File: src/hds_pkg.sv
// ----------------------------------------------------------------------------
// Haversine distance and speed: shared package
// Number formats, turn constants, the work item passed from the front end to
// the arithmetic back end, and the CORDIC arctangent table.
// ----------------------------------------------------------------------------
package hds_pkg;

    localparam int CORDIC_ITERATIONS = 30;
    // Q2.30 datapath width with headroom for the CORDIC gain.
    localparam int CW = 34;
    localparam int SQRT_STEPS = 31;
    localparam int DIV_STEPS = 32;
    localparam int FIFO_DEPTH = 4;
    localparam int FIFO_AW = $clog2(FIFO_DEPTH);

    localparam logic [32:0] DEG_TO_RAD_K = 33'd8048910509;
    localparam logic signed [CW-1:0] CORDIC_GAIN = 34'sd652032874;
    localparam logic signed [33:0] TURN = 34'sd3600000000;
    localparam logic signed [33:0] HALF_TURN = 34'sd1800000000;
    localparam logic signed [33:0] QUARTER_TURN = 34'sd900000000;
    localparam logic [29:0] RADIUS_RESET_X100 = 30'd637100000;
    localparam logic [29:0] RADIUS_SCALE = 30'd100;
    localparam logic [15:0] SPEED_SCALE = 16'd36000;
    localparam logic [30:0] ONE_Q30 = 31'h4000_0000;

    typedef struct packed {
        logic signed [CW-1:0] z_dlat;
        logic signed [CW-1:0] z_dlon;
        logic signed [CW-1:0] z_lat_a;
        logic signed [CW-1:0] z_lat_b;
        logic                 neg_a;
        logic                 neg_b;
        logic [31:0]          elapsed_ms;
    } hds_work_t;

    // Arctangent of 2^-i in Q2.30, truncated.
    function automatic logic signed [CW-1:0] atan_q30(input int i);
        logic signed [CW-1:0] r;
        case (i)
            0:  r = 34'sd843314856;
            1:  r = 34'sd497837829;
            2:  r = 34'sd263043836;
            3:  r = 34'sd133525158;
            4:  r = 34'sd67021686;
            5:  r = 34'sd33543515;
            6:  r = 34'sd16775850;
            7:  r = 34'sd8388437;
            8:  r = 34'sd4194282;
            9:  r = 34'sd2097149;
            10: r = 34'sd1048575;
            default:
            begin
                if (i <= 30)
                begin
                    r = CW'((64'sd1 <<< (30 - i)) - 64'sd1);
                end
                else
                begin
                    r = '0;
                end
            end
        endcase
        return r;
    endfunction

endpackage

File: src/hds_fifo.sv
// ----------------------------------------------------------------------------
// Work queue
// Short register queue between the front end and the back end.
// ----------------------------------------------------------------------------
module hds_fifo (
    input  logic               clk,
    input  logic               rst_n,
    input  logic               push,
    input  hds_pkg::hds_work_t wdata,
    output logic               full,
    input  logic               pop,
    output hds_pkg::hds_work_t rdata,
    output logic               empty
);

    localparam int AW = hds_pkg::FIFO_AW;

    hds_pkg::hds_work_t mem_reg [hds_pkg::FIFO_DEPTH];
    logic [AW-1:0] wr_ptr_reg;
    logic [AW-1:0] rd_ptr_reg;
    logic [AW:0]   count_reg;

    function automatic logic [AW-1:0] ptr_inc(input logic [AW-1:0] p);
        return (p == AW'(hds_pkg::FIFO_DEPTH - 1)) ? '0 : p + AW'(1);
    endfunction

    assign full = (count_reg == (AW + 1)'(hds_pkg::FIFO_DEPTH));
    assign empty = (count_reg == '0);
    assign rdata = mem_reg[rd_ptr_reg];

    always_ff @(posedge clk or negedge rst_n)
    begin
        if (!rst_n)
        begin
            wr_ptr_reg <= '0;
            rd_ptr_reg <= '0;
            count_reg <= '0;
        end
        else
        begin
            if (push)
            begin
                wr_ptr_reg <= ptr_inc(wr_ptr_reg);
            end
            if (pop)
            begin
                rd_ptr_reg <= ptr_inc(rd_ptr_reg);
            end
            if (push && !pop)
            begin
                count_reg <= count_reg + (AW + 1)'(1);
            end
            else if (pop && !push)
            begin
                count_reg <= count_reg - (AW + 1)'(1);
            end
        end
    end

    always_ff @(posedge clk)
    begin
        if (push)
        begin
            mem_reg[wr_ptr_reg] <= wdata;
        end
    end

endmodule

File: config.mk
export PLATFORM = sky130hd
export DESIGN_NAME = hds_fifo
export DESIGN_NICKNAME = d
export VERILOG_FILES = /design/src/hds_pkg.sv /design/src/hds_fifo.sv
export SDC_FILE = /design/constraint.sdc
export NUM_CORES = 1
export LEC_CHECK = 0
export BUFFER_PORTS_ARGS = -buffer_cell sky130_fd_sc_hd__buf_2
export CAP_MARGIN = 25
export CORE_UTILIZATION = 39
export CTS_CLUSTER_DIAMETER = 100
export CTS_CLUSTER_SIZE = 16
export DETAILED_ROUTE_END_ITERATION = 8
export GPL_ROUTABILITY_DRIVEN = 0
export PLACE_DENSITY = 0.62
export SYNTH_ARGS = -nofsm -noshare
export SYNTH_HDL_FRONTEND = slang
export SYNTH_SLANG_ARGS = --single-unit
File: constraint.sdc
create_clock -name clk -period 5.1 [get_ports clk]
set_input_delay 0.51 -clock clk [delete_from_list [all_inputs] [get_ports clk]]
set_output_delay 0.51 -clock clk [all_outputs]
set_load 0.01 [all_outputs]
* After elaboration in Yosys (flattened, before gate mapping)
Memories as Yosys holds them, arrays and structs flattened.
Cells that the tools add are included.
Widths: inputs -> output; s select.
** Word-level totals
- Output and inout port bits :: 172
- Memories kept :: 1
- Input port bits :: 174
- Logic and storage cells :: 23
- RAM bits :: 680
- Flip-flop bits (word level) :: 7
** Cells by class
- $add $sub $neg :: 4
- Muxes and demuxes :: 6
- Reductions and logical operators :: 6
- Equality and inequality tests :: 3
** Memory list
- mem_reg :: depth 4, width 170, rd ports 1, clocked after memory_dff 0, wr ports 1, line hds_fifo.sv:18 : hds_pkg::hds_work_t mem_reg [hds_pkg::FIFO_DEPTH];
** Operators with widths (number)
- $mux 3 :: 2
- $add 2x1->2 const B :: 2
- $eq 2x2->1 const B :: 2
- $mux 2 :: 2
- $add 3x1->3 const B :: 1
- $eq 3x3->1 const B :: 1
- $logic_not 3->1 :: 1
- $sub 3x1->3 const B :: 1
- $logic_and 1x1->1 :: 2
- $logic_not 1->1 :: 2
- $mux 1 :: 2
- $reduce_bool 2->1 :: 1

* Depth between registers and ports, before layout
- Depth after elaboration :: 4
- Mapped depth :: 7
- Gate-level depth less buffers :: 7

* Worst setup path before layout
OpenSTA, ideal clock, no wires.
- Kind :: reg-to-reg
- From :: reg wr_ptr_reg[0]
- To :: mem mem_reg[0][0] (netlist bit), enable pin
- Path buffers :: 0
- Setup time :: 550 ps
- Stages on the path, launching flop included :: 4
- Arrival time :: 4501 ps
- Data required time :: 4550 ps
- Setup slack :: 49 ps
- Clock period less this slack :: 5051 ps
- Cells stage by stage :: dfrtp_1 inv_1 ha_1 and2_1
** RTL lines
- from (decl) :: line hds_fifo.sv:19 : logic [AW-1:0] wr_ptr_reg;
- from (signal assigned) :: line hds_fifo.sv:43 : wr_ptr_reg <= ptr_inc(wr_ptr_reg);
- to (decl) :: line hds_fifo.sv:18
No word-level cell before the write port.

==> impl_metrics.py <==
metrics = {
    "status": {
        "status": "finished clean",
    },
    "timing": {
        "fin_crit_ns": 3.357,
        "slew_violations": 0,
        "tns_ns": 0,
        "setup-violations-final": 0,
        "finalHoldViolations": 0,
        "max-slew-margin-rel": 0.3637,
        "holdWs_ns": 0.1396,
        "skew_ns": 0.02048,
        "rsz0062_at_grt": "false",
        "fmax_mhz": 297.9,
        "setup_slack_ns": 1.743,
        "min_period_over_period": 0.6582,
        "tightest_slew_ns": 0.9544,
    },
    "floorplan": {
        "die_x_microns": 254.7,
        "core-area_sq_um": 63080,
        "row_count": 92,
        "fp.dieH_microns": 254.7,
        "ioPinCount": 346,
        "initial_core_util": 0.3948,
        "die-area_sq_um": 64870,
    },
    "drt": {
        "via_count": 10772,
        "avgRoutedWirePerCell_microns": 22.46,
        "drt_drc_violations_left": 0,
        "drtPass1Iterations": 4,
        "ant_nets": 0,
        "drt_iter0_markers": 597,
        "via_per_inst": 4.994,
        "routed_wl_mm": 48.45,
    },
    "global_routing": {
        "groute.usage.overall": 0.1486,
        "grt_max_degree": 69,
        "grt_pass1_wl_mm": 71.54,
        "grt_pass1_vias": 11459,
        "globalRoute.totalOverflow": 0,
        "antenna_found_initial": 12,
    },
    "power_and_ir_drop": {
        "peakVddDrop_mv": 0.3083,
        "p_per_area_nw_per_um2": 538.7,
        "clkPwrFrac": 0.225,
        "p_int_mw": 11.12,
        "p_seq_frac": 0.484,
        "p_comb_frac": 0.291,
        "switching_share": 0.2891,
        "p_leak_nw": 9.629,
        "p_sw_mw": 4.521,
    },
    "synthesis": {
        "syn_inst": 925,
        "synthFlopType": "edfxtp_1",
        "avgSynthCellArea_sq_um": 26.92,
        "async_reset_ff_frac": 0.01019,
        "synth_top_area_share": 0.8200,
        "synth_edf_count": 680,
        "synth_top_area_cell": "edfxtp_1",
        "syn_nets": 1106,
        "post_synth_main_area_contributors": "edfxtp_1 (82%), mux4_2 (15%), dfrtp_1 (0.70%)",
        "yosysWarnings": 0,
        "synth_area_sq_um": 24900,
        "ys_seq_area_frac": 0.8270,
        "ys_seq_elements": 687,
        "ys_types": 19,
    },
    "setup_path": {
        "cpPeakStageDelay_ns": 0.86,
        "cp-end-kind": "output port",
        "crit_type": "flip-flop to output port",
        "crit_fanout": 31,
        "cp-start-kind": "flip-flop",
        "cp_cell_sequence": "buf_4 > mux4_2 > buf_2",
        "crit_arrival_ns": 2.85,
        "slowest_stage": "dfrtp_4",
        "crit_family": "flip-flops",
        "crit_buf_inv": 2,
        "cp_data_required_time_ns": 4.59,
    },
    "clocking": {
        "cts_buffers": 49,
        "clk_pin_slew_ns": 0.07,
        "worstSkewPairLatency_ns": 0.57,
        "cts_tree": "done",
        "cts-resized-gates": 0,
        "cts_buffer_depth": 3,
        "postCtsHoldBufs": 1,
        "post_cts_buffers": 0,
        "htreeDepth": 2,
        "cts_sinks": 687,
        "root_buffer": "clkbuf_16",
    },
    "finish": {
        "largest_reg_flops": 680,
        "fillers": 5312,
        "syn2layout_area_growth_pct": 16.57,
        "multi_input_area_sq_um": 4060,
        "final_nets": 1479,
        "final_util": 0.4602,
        "register_area_sq_um": 20600,
        "drive_above_1_share": 0.4503,
    },
    "run": {
        "max-cap-violations": 0,
    },
    "placed_design": {
        "hpwl_mm": 28.16,
        "dp_slack_ns": 2.248,
        "portBuffers": 345,
    },
    "hold_path": {
        "min_path_type": "input port to flip-flop",
    },
}
final timing paths:
check / slack [ns] / cells past startpoint / to / startpoint
max in group asynchronous: 4.56 / 2 / rd_ptr_reg[0]$_DFFE_PN0P_ / rst_n
min in group asynchronous: 0.35 / 2 / count_reg[0]$_DFFE_PN0P_ / rst_n
worst min register to register: 0.49 / 1 / count_reg[2]$_DFFE_PN0P_ / count_reg[2]$_DFFE_PN0P_
worst max-delay path: 1.74 / 3 / rdata[15] / rd_ptr_reg[0]$_DFFE_PN0P_
worst min-delay path: 0.14 / 1 / mem_reg[3][45]$_DFFE_PP_ / wdata[45]
worst max register to register: 2.81 / 4 / mem_reg[1][158]$_DFFE_PP_ / wr_ptr_reg[1]$_DFFE_PN0P_
worst register-to-register path: stages (launching register included):
cell and delay, ns:
dfrtp_1 0.41, inv_1 0.10, ha_1 0.15, and2_4 0.71
buf_12 0.41
cell usage after synthesis (3+ instances only):
master and number:
buf_2 20, and2_1 4, clkbuf_1 5, mux2_2 3, edfxtp_1 680, inv_1 4
mux4_2 170, ha_1 6, nor2_1 3, buf_1 3, buf_6 10, dfrtp_1 7
per-stage QoR:
stage / cells / power [mW] / instance area [sq um]
after global placement: 2092 / 12.37 / 27710
final: 2157 / 15.64 / 29030
after detailed placement: 2092 / 12.44 / 27710
after global routing: 2154 / 16.43 / 29020
after CTS: 2154 / 15.97 / 29020
after floorplan: 925 / 10.72 / 24900
cells in the final DEF (no fill, tap or decap), types with 4 or more instances in the layout:
cell       instances
clkbuf_1           9
ha_1               6
buf_12            11
buf_2            345
and2_4             4
inv_1              4
edfxtp_1         680
clkbuf_16         49
mux4_2           170
dfrtp_1            5
kinds of logic after synthesis:
| family | Yosys count | share of synthesized area |
|---|---|---|
| AND/OR/NAND/NOR | 11 | 0.002261 |
| flip-flops | 687 | 0.8270 |
| multiplexers | 173 | 0.1551 |
| buffers and inverters | 42 | 0.01035 |
| adder cells (fa/ha/maj) | 7 | 0.003818 |
| AO/OA/AOI/OAI | 2 | 0.0004020 |
| XOR/XNOR | 3 | 0.001055 |
routing by layer:
layer / track usage / wire [microns]
met5: 0 / 156
met4: 0.03593 / 869
met3: 0.05144 / 3906
met1: 0.1891 / 19520
met2: 0.2444 / 23990
layout make-up:
class / count / share of cell area
sequential: 687 / 0.7097
inverter: 4 / 0.0005172
antenna: 3 / 0.0002586
multi-input combinational: 196 / 0.1399
tap: 846 / 0.03647
clock buffer: 58 / 0.04341
timing repair buffer: 360 / 0.06819
clock inverter: 3 / 0.001552
power groups by stage:
stage / Sequential, mW / Clock [mW] / Combinational [mW]
5_1_grt: 7.67 / 3.81 / 4.95
3_5_place_dp: 7.73 / 0 / 4.71
6_report: 7.57 / 3.51 / 4.55
3_3_place_gp: 7.67 / 0 / 4.69
2_1_floorplan: 7.63 / 0 / 3.09
4_1_cts: 7.60 / 3.64 / 4.72
(Power assumes the default switching activity.)
